$ cat src/rtl/wsdf_pkg.sv
// Package for the WebSocket frame deframer: parse phases, event codes,
// opcodes, length codes, register indexes and the result word type.
// No dependencies; used by every module of the block.
`default_nettype none

package wsdf_pkg;

    // Configuration port geometry.
    localparam int unsigned CFG_ADDR_W = 3;
    localparam int unsigned CFG_DATA_W = 32;

    // Register indexes (word address bits of paddr).
    localparam logic REG_REQUIRE_MASK = 1'b0;

    // Frame opcodes.
    localparam logic [3:0] OP_CONT     = 4'h0;
    localparam logic [3:0] OP_BIN      = 4'h2;
    localparam logic [3:0] OP_CONN_END = 4'h8;
    localparam logic [3:0] OP_PING     = 4'h9;
    localparam logic [3:0] OP_PONG     = 4'hA;

    // Length codes that announce an extended length.
    localparam logic [6:0] LEN_CODE_16 = 7'd126;
    localparam logic [6:0] LEN_CODE_64 = 7'd127;

    // Extended length sizes in bytes.
    localparam logic [3:0] LEN_BYTES_16 = 4'd2;
    localparam logic [3:0] LEN_BYTES_64 = 4'd8;

    // Last byte index of the masking key.
    localparam logic [2:0] KEY_LAST = 3'd3;

    // Parse phases of the frame header and payload.
    typedef enum logic [2:0] {
        PH_H1   = 3'd0,
        PH_H2   = 3'd1,
        PH_LEN  = 3'd2,
        PH_KEY  = 3'd3,
        PH_DATA = 3'd4
    } phase_t;

    // Event codes reported with each result word.
    typedef enum logic [2:0] {
        EV_NONE    = 3'd0,
        EV_PING    = 3'd1,
        EV_PONG    = 3'd2,
        EV_CLOSE   = 3'd3,
        EV_NO_MASK = 3'd4,
        EV_BAD     = 3'd5,
        EV_IGNORED = 3'd6
    } event_t;

    // One result word.
    typedef struct packed {
        logic       data_valid;
        logic [7:0] payload_byte;
        logic [3:0] frame_opcode;
        logic [3:0] message_opcode;
        logic       frame_last;
        logic       message_last;
        event_t     event_res;
    } result_t;

endpackage

`default_nettype wire

$ cat src/rtl/wsdf_parser.sv
// Frame parser: holds the parse state and computes one result word per
// accepted stream byte. Depends on wsdf_pkg.
`default_nettype none

module wsdf_parser (
    input  wire logic             aclk,
    input  wire logic             aresetn,
    input  wire logic             step,
    input  wire logic [7:0]       stream_byte,
    input  wire logic             require_mask,
    output wsdf_pkg::result_t     result
);

    wsdf_pkg::phase_t phase_reg, phase_next;
    logic [7:0]  first_header_reg, first_header_next;
    logic        mask_flag_reg, mask_flag_next;
    logic [6:0]  length_code_reg, length_code_next;
    logic [2:0]  byte_counter_reg, byte_counter_next;
    // Shared length register: accumulates the length, then counts payload down.
    logic [63:0] length_reg, length_next;
    logic [31:0] masking_key_reg, masking_key_next;
    logic [1:0]  key_position_reg, key_position_next;
    logic [3:0]  held_opcode_reg, held_opcode_next;
    logic        in_frag_reg, in_frag_next;
    logic        close_seen_reg, close_seen_next;

    logic        length_done;
    logic        do_finish;
    logic        known_mask;
    logic [63:0] known_length;
    logic [3:0]  op;
    logic [3:0]  counter_inc;
    logic [3:0]  length_need;
    logic [7:0]  key_byte;

    assign op          = first_header_reg[3:0];
    assign counter_inc = {1'b0, byte_counter_reg} + 4'd1;
    assign length_need = (length_code_reg == wsdf_pkg::LEN_CODE_16) ?
                         wsdf_pkg::LEN_BYTES_16 : wsdf_pkg::LEN_BYTES_64;

    // Key byte for the current payload position, most significant first.
    always_comb begin
        case (key_position_reg)
            2'd0:    key_byte = masking_key_reg[31:24];
            2'd1:    key_byte = masking_key_reg[23:16];
            2'd2:    key_byte = masking_key_reg[15:8];
            default: key_byte = masking_key_reg[7:0];
        endcase
    end

    // Next state and result word.
    always_comb begin
        phase_next        = phase_reg;
        first_header_next = first_header_reg;
        mask_flag_next    = mask_flag_reg;
        length_code_next  = length_code_reg;
        byte_counter_next = byte_counter_reg;
        length_next       = length_reg;
        masking_key_next  = masking_key_reg;
        key_position_next = key_position_reg;
        held_opcode_next  = held_opcode_reg;
        in_frag_next      = in_frag_reg;
        close_seen_next   = close_seen_reg;
        length_done       = 1'b0;
        do_finish         = 1'b0;
        known_mask        = mask_flag_reg;
        known_length      = length_reg;

        result.data_valid   = 1'b0;
        result.payload_byte = 8'h00;
        result.frame_last   = 1'b0;
        result.message_last = 1'b0;
        result.event_res    = wsdf_pkg::EV_NONE;

        if (close_seen_reg) begin
            result.event_res = wsdf_pkg::EV_IGNORED;
        end else begin
            unique case (phase_reg)
                wsdf_pkg::PH_H1: begin
                    first_header_next = stream_byte;
                    phase_next        = wsdf_pkg::PH_H2;
                end
                wsdf_pkg::PH_H2: begin
                    mask_flag_next   = stream_byte[7];
                    length_code_next = stream_byte[6:0];
                    if (!in_frag_reg && op == wsdf_pkg::OP_CONT) begin
                        // A message cannot start with a continuation frame.
                        result.event_res = wsdf_pkg::EV_BAD;
                        close_seen_next  = 1'b1;
                        phase_next       = wsdf_pkg::PH_H1;
                    end else begin
                        if (!in_frag_reg) begin
                            held_opcode_next = op;
                            if (!first_header_reg[7]) begin
                                in_frag_next = 1'b1;
                            end
                        end
                        if (stream_byte[6:0] == wsdf_pkg::LEN_CODE_16 ||
                            stream_byte[6:0] == wsdf_pkg::LEN_CODE_64) begin
                            byte_counter_next = 3'd0;
                            length_next       = 64'd0;
                            phase_next        = wsdf_pkg::PH_LEN;
                        end else begin
                            length_next  = {57'd0, stream_byte[6:0]};
                            known_length = {57'd0, stream_byte[6:0]};
                            known_mask   = stream_byte[7];
                            length_done  = 1'b1;
                        end
                    end
                end
                wsdf_pkg::PH_LEN: begin
                    length_next  = {length_reg[55:0], stream_byte};
                    known_length = {length_reg[55:0], stream_byte};
                    if (counter_inc >= length_need) begin
                        byte_counter_next = 3'd0;
                        length_done       = 1'b1;
                    end else begin
                        byte_counter_next = counter_inc[2:0];
                    end
                end
                wsdf_pkg::PH_KEY: begin
                    masking_key_next = {masking_key_reg[23:0], stream_byte};
                    if (byte_counter_reg >= wsdf_pkg::KEY_LAST) begin
                        byte_counter_next = 3'd0;
                        if (length_reg == 64'd0) begin
                            do_finish = 1'b1;
                        end else begin
                            key_position_next = 2'd0;
                            phase_next        = wsdf_pkg::PH_DATA;
                        end
                    end else begin
                        byte_counter_next = counter_inc[2:0];
                    end
                end
                wsdf_pkg::PH_DATA: begin
                    result.data_valid   = 1'b1;
                    result.payload_byte = mask_flag_reg ? (stream_byte ^ key_byte)
                                                        : stream_byte;
                    key_position_next   = key_position_reg + 2'd1;
                    length_next         = length_reg - 64'd1;
                    if (length_reg == 64'd1) begin
                        do_finish = 1'b1;
                    end
                end
                default: begin
                    phase_next = wsdf_pkg::PH_H1;
                end
            endcase

            // The length is complete: check the mask, then key, payload or end.
            if (length_done) begin
                if (require_mask && !known_mask) begin
                    result.event_res = wsdf_pkg::EV_NO_MASK;
                    close_seen_next  = 1'b1;
                    phase_next       = wsdf_pkg::PH_H1;
                end else if (known_mask) begin
                    byte_counter_next = 3'd0;
                    masking_key_next  = 32'd0;
                    phase_next        = wsdf_pkg::PH_KEY;
                end else if (known_length == 64'd0) begin
                    do_finish = 1'b1;
                end else begin
                    key_position_next = 2'd0;
                    phase_next        = wsdf_pkg::PH_DATA;
                end
            end

            // Frame end: report the frame's event and close on errors.
            if (do_finish) begin
                result.frame_last = 1'b1;
                phase_next        = wsdf_pkg::PH_H1;
                if (first_header_reg[6:4] != 3'd0) begin
                    result.event_res = wsdf_pkg::EV_BAD;
                    close_seen_next  = 1'b1;
                end else if (op <= wsdf_pkg::OP_BIN) begin
                    if (first_header_reg[7]) begin
                        result.message_last = 1'b1;
                        in_frag_next        = 1'b0;
                    end
                end else if (op == wsdf_pkg::OP_CONN_END) begin
                    result.event_res = wsdf_pkg::EV_CLOSE;
                    close_seen_next  = 1'b1;
                end else if (op == wsdf_pkg::OP_PING) begin
                    result.event_res = wsdf_pkg::EV_PING;
                end else if (op == wsdf_pkg::OP_PONG) begin
                    result.event_res = wsdf_pkg::EV_PONG;
                end else begin
                    result.event_res = wsdf_pkg::EV_BAD;
                    close_seen_next  = 1'b1;
                end
            end
        end

        result.frame_opcode   = first_header_next[3:0];
        result.message_opcode = held_opcode_next;
    end

    // Control state, cleared at reset.
    always_ff @(posedge aclk) begin
        if (!aresetn) begin
            phase_reg        <= wsdf_pkg::PH_H1;
            first_header_reg <= 8'h00;
            byte_counter_reg <= 3'd0;
            held_opcode_reg  <= 4'h0;
            in_frag_reg      <= 1'b0;
            close_seen_reg   <= 1'b0;
        end else if (step) begin
            phase_reg        <= phase_next;
            first_header_reg <= first_header_next;
            byte_counter_reg <= byte_counter_next;
            held_opcode_reg  <= held_opcode_next;
            in_frag_reg      <= in_frag_next;
            close_seen_reg   <= close_seen_next;
        end
    end

    // Frame fields, always written before they are read.
    always_ff @(posedge aclk) begin
        if (step) begin
            mask_flag_reg    <= mask_flag_next;
            length_code_reg  <= length_code_next;
            length_reg       <= length_next;
            masking_key_reg  <= masking_key_next;
            key_position_reg <= key_position_next;
        end
    end

endmodule

`default_nettype wire

$ cat src/rtl/wsdf_out_reg.sv
// Result register of the deframer: holds one result word until the
// receiver takes it. Depends on wsdf_pkg.
`default_nettype none

module wsdf_out_reg (
    input  wire logic              aclk,
    input  wire logic              aresetn,
    input  wire logic              load,
    input  wire wsdf_pkg::result_t result_in,
    input  wire logic              m_ready,
    output logic                   m_valid,
    output logic                   free,
    output wsdf_pkg::result_t      result_out
);

    logic              valid_reg;
    wsdf_pkg::result_t word_reg;

    // The register can take a word when empty or when its word leaves now.
    assign free       = !valid_reg || m_ready;
    assign m_valid    = valid_reg;
    assign result_out = word_reg;

    always_ff @(posedge aclk) begin
        if (!aresetn) begin
            valid_reg <= 1'b0;
        end else if (load) begin
            valid_reg <= 1'b1;
        end else if (m_ready) begin
            valid_reg <= 1'b0;
        end
    end

    always_ff @(posedge aclk) begin
        if (load) begin
            word_reg <= result_in;
        end
    end

endmodule

`default_nettype wire

$ cat src/rtl/websocket_frame_deframer.sv
// Top level of the WebSocket frame deframer: configuration port, parser
// and result register. Depends on wsdf_pkg, wsdf_parser and wsdf_out_reg.
//
// Usage: after the opening handshake, feed the connection stream one byte
// per word on the s_ channel. Every accepted byte yields exactly one result
// word on the m_ channel: the unmasked payload byte with data_valid, the
// frame and message opcodes, frame and message end marks and an event code
// (ping, pong, close, missing mask, bad opcode or reserved bits, ignored
// after close). After a close or an error every byte reports ignored until
// reset.
// m_valid rises in the cycle after a byte is accepted; a byte is accepted
// every cycle while the result register can take its word. s_ready stays
// high while the result register is empty or being read, so a stalled
// receiver holds one word and then stalls the sender. Reset (aresetn low,
// synchronous) returns the parser to the first header byte, empties the
// result register and sets require_mask to 1.
// require_mask lies at byte address 0 of the APB port; the user must write
// it only while the block is idle, as the block itself does not enforce it.
`default_nettype none

module websocket_frame_deframer (
    input  wire logic                              aclk,
    input  wire logic                              aresetn,
    // Configuration port
    input  wire logic                              psel,
    input  wire logic                              penable,
    input  wire logic                              pwrite,
    input  wire logic [wsdf_pkg::CFG_ADDR_W-1:0]   paddr,
    input  wire logic [wsdf_pkg::CFG_DATA_W-1:0]   pwdata,
    output logic      [wsdf_pkg::CFG_DATA_W-1:0]   prdata,
    output logic                                   pready,
    // Stream input
    input  wire logic                              s_valid,
    output logic                                   s_ready,
    input  wire logic [7:0]                        s_stream_byte,
    // Result output
    output logic                                   m_valid,
    input  wire logic                              m_ready,
    output logic                                   m_data_valid,
    output logic      [7:0]                        m_payload_byte,
    output logic      [3:0]                        m_frame_opcode,
    output logic      [3:0]                        m_msg_opcode,
    output logic                                   m_frame_last,
    output logic                                   m_message_last,
    output logic      [2:0]                        m_event_res
);

    logic              require_mask_reg;
    logic              in_fire;
    logic              out_free;
    logic              reg_sel;
    wsdf_pkg::result_t parsed;
    wsdf_pkg::result_t held;

    // Register decode: the word address is the top address bit.
    assign reg_sel = paddr[wsdf_pkg::CFG_ADDR_W-1];
    assign pready  = 1'b1;

    always_ff @(posedge aclk) begin
        if (!aresetn) begin
            require_mask_reg <= 1'b1;
        end else if (psel && penable && pwrite &&
                     reg_sel == wsdf_pkg::REG_REQUIRE_MASK) begin
            require_mask_reg <= pwdata[0];
        end
    end

    always_comb begin
        unique case (reg_sel)
            wsdf_pkg::REG_REQUIRE_MASK:
                prdata = {{(wsdf_pkg::CFG_DATA_W-1){1'b0}}, require_mask_reg};
            default: prdata = '0;
        endcase
    end

    // A byte enters whenever the result register can take its word.
    assign s_ready = out_free;
    assign in_fire = s_valid && out_free;

    wsdf_parser u_parser (
        .aclk         (aclk),
        .aresetn      (aresetn),
        .step         (in_fire),
        .stream_byte  (s_stream_byte),
        .require_mask (require_mask_reg),
        .result       (parsed)
    );

    wsdf_out_reg u_out_reg (
        .aclk       (aclk),
        .aresetn    (aresetn),
        .load       (in_fire),
        .result_in  (parsed),
        .m_ready    (m_ready),
        .m_valid    (m_valid),
        .free       (out_free),
        .result_out (held)
    );

    assign m_data_valid   = held.data_valid;
    assign m_payload_byte = held.payload_byte;
    assign m_frame_opcode = held.frame_opcode;
    assign m_msg_opcode   = held.message_opcode;
    assign m_frame_last   = held.frame_last;
    assign m_message_last = held.message_last;
    assign m_event_res    = held.event_res;

endmodule

`default_nettype wire

$ cat config.mk
export PLATFORM = sky130hd
export DESIGN_NAME = websocket_frame_deframer
export DESIGN_NICKNAME = d
export VERILOG_FILES = /design/src/rtl/wsdf_pkg.sv /design/src/rtl/wsdf_parser.sv /design/src/rtl/wsdf_out_reg.sv /design/src/rtl/websocket_frame_deframer.sv
export SDC_FILE = /design/constraint.sdc
export NUM_CORES = 1
export LEC_CHECK = 0
export BUFFER_PORTS_ARGS = -buffer_cell sky130_fd_sc_hd__buf_2
export CAP_MARGIN = 25
export CORE_MARGIN = 2
export CORE_UTILIZATION = 30
export DETAILED_ROUTE_END_ITERATION = 6
export MAX_ROUTING_LAYER = met4
export PLACE_DENSITY_LB_ADDON = 0.08
export SLEW_MARGIN = 20
export SYNTH_ARGS = -nofsm -noshare
export SYNTH_HDL_FRONTEND = slang
export SYNTH_HIERARCHICAL = 1
export SYNTH_SLANG_ARGS = --single-unit
$ cat constraint.sdc
create_clock -name aclk -period 5.57 [get_ports aclk]
set_input_delay 0.2785 -clock aclk [delete_from_list [all_inputs] [get_ports aclk]]
set_output_delay 0.2785 -clock aclk [all_outputs]
set_load 0.05 [all_outputs]
==> results of run 1 <==
## cell usage after synthesis (all sizes together), types with 11 or more instances
cell type | n | share of area
clkbuf | 55 | 0.024
ha | 11 | 0.016
nor3 | 27 | 0.016
inv | 19 | 0.0082
o21ai | 75 | 0.043
xnor2 | 26 | 0.026
a21oi | 47 | 0.027
xor2 | 43 | 0.043
nand2 | 178 | 0.077
buf | 37 | 0.030
nor4 | 25 | 0.020
nand3 | 22 | 0.013
dfxtp | 22 | 0.051
nor2 | 56 | 0.024
nand4 | 18 | 0.013
edfxtp | 128 | 0.44
## worst paths after layout
kind / from / end / depth (start not counted)
max: u_parser/length_reg[4] / u_parser/length_reg[63] / 7
min: pwdata[0] / require_mask_reg / 3
min reg2reg: u_parser/first_header_reg[4] / u_parser/first_header_reg[4] / 2
max reg2reg: u_parser/length_reg[4] / u_parser/length_reg[63] / 7
## worst max-delay path, cell delays in order (launching register included)
cell and delay (ns):
edfxtp_1 0.54, or4_4 0.58, or4b_1 0.66, nor4_4 0.66, buf_4 0.30, nand4_1 0.13
xor2_1 0.17, o21ai_1 0.08
## per-stage QoR
| stage | hold slack, ns | cells | utilization |
|---|---|---|---|
| 4_1_cts | 0.0862 | 1331 | 0.341 |
| 3_5_place_dp | 0.452 | 1299 | 0.320 |
| 3_3_place_gp | 0.445 | 1299 | 0.320 |
| 6_report | 0.0987 | 1331 | 0.341 |
| 2_1_floorplan | 0.377 | 954 | - |
| 5_1_grt | 0.117 | 1331 | 0.341 |
## cell families (layout without fill, tap and decap cells)
family / Yosys count / count (layout)
AO/OA/AOI/OAI: 182 / 182
XOR/XNOR: 69 / 69
adder cells (fa/ha/maj): 11 / 11
buffers and inverters: 111 / 104
flip-flops: 150 / 150
multiplexers: 8 / 8
other: 2 / 32
AND/OR/NAND/NOR: 391 / 391
## power by group through the flow
stage / Clock [uW] / Sequential, uW / Combinational [uW]
2_1_floorplan: 0 / 1390 / 240
6_report: 1160 / 1350 / 334
5_1_grt: 1240 / 1360 / 365
4_1_cts: 1200 / 1350 / 336
3_3_place_gp: 0 / 1370 / 336
3_5_place_dp: 0 / 1370 / 335
## area by class of cell
cell class / instances / area share
inverters: 19 / 0.00732
well taps: 384 / 0.0493
repair buffers: 53 / 0.0303
clock inverters: 15 / 0.0166
clock buffers: 17 / 0.0436
multi-input cells: 693 / 0.413
flip-flops and latches: 150 / 0.439
## placed cells by master, fill, tap and decap left out, types with 12 or more instances in the layout
cell type / netlist / layout
buf_4: 32 / 12
a21oi_1: 47 / 47
xnor2_1: 26 / 26
nand3_1: 22 / 22
conb_1: 2 / 32
edfxtp_1: 128 / 128
nor4_1: 23 / 21
o21ai_1: 21 / 21
inv_1: 19 / 19
nand4_1: 18 / 18
xor2_1: 43 / 43
nand2_1: 178 / 178
dfxtp_1: 22 / 22
o21ai_0: 54 / 54
nor3_1: 27 / 27
nor2_1: 56 / 55
clkbuf_16: 0 / 17
buf_2: 3 / 41
## metal layers
metal  GRT usage  up-vias  wire length (um)
li1            -     3302                 -
met4      0.0455        0               227
met1       0.231     3255             12000
met3      0.0265       18               872
met5           -        -                 0
met2       0.245      148             10700
==> results.ini, run 1 <==
[run_status]
outcome=complete, no violations

[floorplanning]
fp.dieW_um=174
ios=107
rows=62
die-area_um2=30400
die_height_um=174
core_area_um2=28600
start_util=0.304

[placed_design]
place_area_um2=9160
port_buffers=41
place_ws_ns=2.09
hpwlAfterDp_um=15200
gp_congestion=0.786

[sta]
worst_pin_slew_ns=0.912
layout_worst_path_cycle_share=0.614
fin_skew_ns=0.0172
max_freq_mhz=292
fin_setup_tns_ns=0
slew_headroom=0.386
period_minus_slack_ns=3.42
finalHoldViolations=0
rsz0062_at_grt=false
finalSetupViolCount=0
slew_violations=0
worst_slack_ns=2.15

[finish]
drive_above_1_share=0.116
n_antenna_cell=0
fin_nets=995
syn_to_final_growth_pct=11.9
fillers=3011
multiInputGateArea_um2=4030
regArea_um2=4280
design_area_um2=9750
largest_register_ffs=64

[synthesis]
synth_compound_gate_area_share=0.129
yosys.area_share.simple=0.222
synth_edf_count=128
synthAdderAreaFrac=0.0158
ys_seq_elements=150
yosys.area_share.xor_xnor=0.0694
ys.flop_type=edfxtp_1
yosysWarnings=6
synth.distinct_cells=72
avgSynthCellArea_um2=9.43
syn_inst=924
async_flop_share=0
syn-cell-area_um2=8710
yosysSeqAreaShare=0.492
synthMuxAreaShare=0.00962
synth_top_family_by_area=simple AND/OR/NAND/NOR gates

[worst_hold_path]
hold_class=in2reg

[critical_path]
arrival_ns=3.56
worstPathRequired_ns=5.71
startpoint_type=flip-flop
setup.worst_path.class=reg2reg
end_kind=flip-flop
reg2reg_slack_ns=2.15
path_max_fanout=11

[route]
drt-total-wl_um=23800
drc=0
drtIter0Drc=496
viasPerCell=5.05
ant_nets=0
wire_per_inst_um=17.9
first_pass_iters=6
num_vias=6723

[cts]
ctsHoldBuffers=0
cts_buffers=17
cts_root_buffer=clkbuf_16
htree_levels=4
clockBufferDepth=2
cts.sinks=150
cts_tree=yes
clk_latency_ns=0.43
clk_pin_slew_ns=0.07
post_cts_buffers=0
cts_resized=0

[pwr]
pwr-share-clk=0.408
seq_power_share=0.475
p_total_uw=2840
p_sw_frac=0.301
powerDensity_nw_per_um2=291
internal_power_uw=1980
combPwrFrac=0.118
p_sw_uw=855
ir_drop_mv=0.176
leakage_uw=0.00331

[grt]
grt-ovfl-total=0
grt.total_usage=0.165
grt_pass1_vias=6499
grt_max_degree=66
grt_pass1_wl_um=38300
antenna_found_initial=0

[job]
drv_cap=0

No activity file was read; power rests on OpenSTA's default activity.
==> run 2: changes to the inputs <==
--- a/config.mk
+++ b/config.mk
@@ -5,6 +5,7 @@
 export SDC_FILE = /design/constraint.sdc
 export NUM_CORES = 1
 export LEC_CHECK = 0
+export ABC_AREA = 1
 export BUFFER_PORTS_ARGS = -buffer_cell sky130_fd_sc_hd__buf_2
 export CAP_MARGIN = 25
 export CORE_MARGIN = 2
==> constraint.sdc (replaced) <==
create_clock -name aclk -period 3.4 [get_ports aclk]
set_input_delay 0.17 -clock aclk [delete_from_list [all_inputs] [get_ports aclk]]
set_output_delay 0.17 -clock aclk [all_outputs]
set_load 0.05 [all_outputs]
==> results.ini, run 2 <==
[cts]
cts_buffers=17  ; unchanged
clk_pin_slew_ns=0.07  ; about the same
clockBufferDepth=2  ; unchanged
cts.sinks=150  ; unchanged
htree_levels=4  ; unchanged
cts_tree=yes
post_cts_buffers=0  ; unchanged
cts_root_buffer=clkbuf_16
clk_latency_ns=0.45  ; +0.02 ns

[grt]
grt_pass1_wl_um=44700  ; +17%
grt-ovfl-total=0  ; unchanged
antenna_found_initial=0  ; unchanged
grt_max_degree=46  ; -30%
grt.total_usage=0.182  ; +0.0176
grt_pass1_vias=7649  ; +18%

[critical_path]
startpoint_type=flip-flop
worstPathRequired_ns=3.59  ; -2.12 ns
path_max_fanout=4  ; -7
slowest_stage=edfxtp_1
end_kind=flip-flop
cp_num_buf_inv=1  ; unchanged
setup.worst_path.class=reg2reg
critPathTopFamily=simple AND/OR/NAND/NOR gates
arrival_ns=2.91  ; -0.65 ns
cpPeakStageDelay_ns=0.43  ; -0.23 ns
path_cells=inv_1, ha_1, nand2_2, nor2_4, nand2_4, nor2_1, nand3_1, nor3_1, nand3_1, nor2_1, a21oi_1, o21ai_0, nand2_1

[floorplanning]
fp.dieW_um=181  ; +3.9%
die-area_um2=32800  ; +8.0%
die_height_um=181  ; +3.9%
rows=64  ; +3.2%
core_area_um2=30700  ; +7.4%
start_util=0.306  ; +0.00213
ios=107  ; unchanged

[synthesis]
synth_top_area_frac=0.408  ; -0.0333
synth_area_leader_cell=edfxtp_1
yosysWarnings=6  ; unchanged
synth.most_common_cell=nand2_1
syn_inst=1220  ; +32%
synth_edf_count=128  ; unchanged
ys_seq_elements=150  ; unchanged
synth_commonest_cells=nand2_1, nor2_1, inv_1, edfxtp_1, o21ai_0
syn-cell-area_um2=9420  ; +8.2%
async_flop_share=0  ; unchanged
synth.distinct_cells=47  ; -35%
synth_area_leaders=edfxtp_1, nand2_1, nor2_1, inv_1, o21ai_0
avgSynthCellArea_um2=7.72  ; -18%
yosysSeqAreaShare=0.455  ; -0.0372
ys.flop_type=edfxtp_1

[route]
viasPerCell=4.88  ; -3.4%
drtIter0Drc=739  ; +49%
drc=0  ; unchanged
first_pass_iters=5  ; -1
num_vias=8149  ; +21%
ant_nets=0  ; unchanged
drt-total-wl_um=28700  ; +20%
wire_per_inst_um=17.2  ; -4.2%

[pwr]
ir_drop_mv=0.327  ; +85%
leakage_uw=0.00422  ; +27%
powerDensity_nw_per_um2=474  ; +63%

[finish]
largest_register_ffs=64  ; unchanged
fin_nets=1322  ; +33%
drive_above_1_share=0.0981  ; -0.0180
layout_commonest_cell=nand2_1
multiInputGateArea_um2=4240  ; +5.2%
fin_util=0.347  ; +0.00601
regArea_um2=4290  ; about the same
syn_to_final_growth_pct=13.1
layout_common_cells=nand2_1, nor2_1, inv_1
n_antenna_cell=0  ; unchanged
fillers=3277  ; +8.8%

[worst_hold_path]
hold_class=in2reg

[placed_design]
gp_congestion=0.825  ; +5.0%
hpwlAfterDp_um=20700  ; +36%
port_buffers=41  ; unchanged

[sta]
layout_worst_path_cycle_share=0.800  ; +0.186
finalHoldViolations=0  ; unchanged
period_minus_slack_ns=2.72  ; -0.701 ns
fin_skew_ns=0.0156  ; -0.00157 ns
rsz0062_at_grt=false
max_freq_mhz=368  ; +26%
finalSetupViolCount=0  ; unchanged
slew_headroom=0.405  ; +0.0189
slew_violations=0  ; unchanged
worst_pin_slew_ns=0.870  ; -0.0424 ns
holdWs_ns=0.0311  ; -0.0675 ns

[job]
drv_cap=0  ; unchanged

[run_status]
outcome=complete, no violations

-- run 2: final cells by class --
type | count | share of cell area
flip-flops and latches | 150 | 0.402
inverters | 178 | 0.0635
clock inverters | 11 | 0.0101
well taps | 396 | 0.0465
repair buffers | 56 | 0.0343
clock buffers | 21 | 0.0453
multi-input cells | 858 | 0.398
-- run 2: timing repair --
action,in CTS,in global routing
resized for setup,0,0
hold endpoints to repair,3,0
hold buffers,4,0
-- run 2: cell families after synthesis --
kind of cell	count (synthesis)	synth area share
compound gates	264	0.159
xor+xnor	20	0.0186
fa+ha+maj	11	0.0146
buf+inv	242	0.112
flops	150	0.455
other cells	2	0.000797
simple gates	531	0.241
-- run 2: path summary, 6_finish.rpt --
path                                              from                      end  slack (ns)  cells past startpoint
worst max-delay path            u_parser/length_reg[1]  u_parser/length_reg[60]        0.68                     13
worst min-delay path                           m_ready        u_out_reg/m_valid        0.03                      4
worst max register to register  u_parser/length_reg[1]  u_parser/length_reg[60]        0.68                     13
worst min register to register       u_out_reg/m_valid        u_out_reg/m_valid        0.50                      2
-- run 2: report_power, final --
part	switching [uW]	internal (uW)
Sequential	125	2180
Combinational	607	213
Clock	823	1110
-- run 2: worst register-to-register path, delay by kind of cell (launching register included) --
kind,cells,cell delay (ns)
AO/OA/AOI/OAI,2,0.18
adder cells (fa/ha/maj),1,0.25
buffers and inverters,1,0.16
flip-flops,1,0.43
AND/OR/NAND/NOR,9,1.45
-- run 2: through the flow --
step / instances / area, um^2 / setup WS (ns) / power [uW] / setup TNS, ns
finish: 1670 / 10700 / 0.681 / 5050 / 0
global route: 1670 / 10700 / 0.343 / 5290 / 0
CTS: 1670 / 10700 / 0.680 / 5130 / 0
detailed placement: 1634 / 10000 / 0.729 / 3160 / 0
global placement: 1634 / 10000 / 0.694 / 3160 / 0
floorplan: 1250 / 9600 / -0.599 / 2940 / -38.36
-- run 2: per-layer routing --
metal	GRT usage	share of wire	up-vias	wire length, um
li1	-	-	4110	-
met1	0.261	0.51	3807	14500
met2	0.262	0.43	212	12400
met3	0.0347	0.048	20	1380
met4	0.0491	0.014	0	396
met5	-	0	-	0
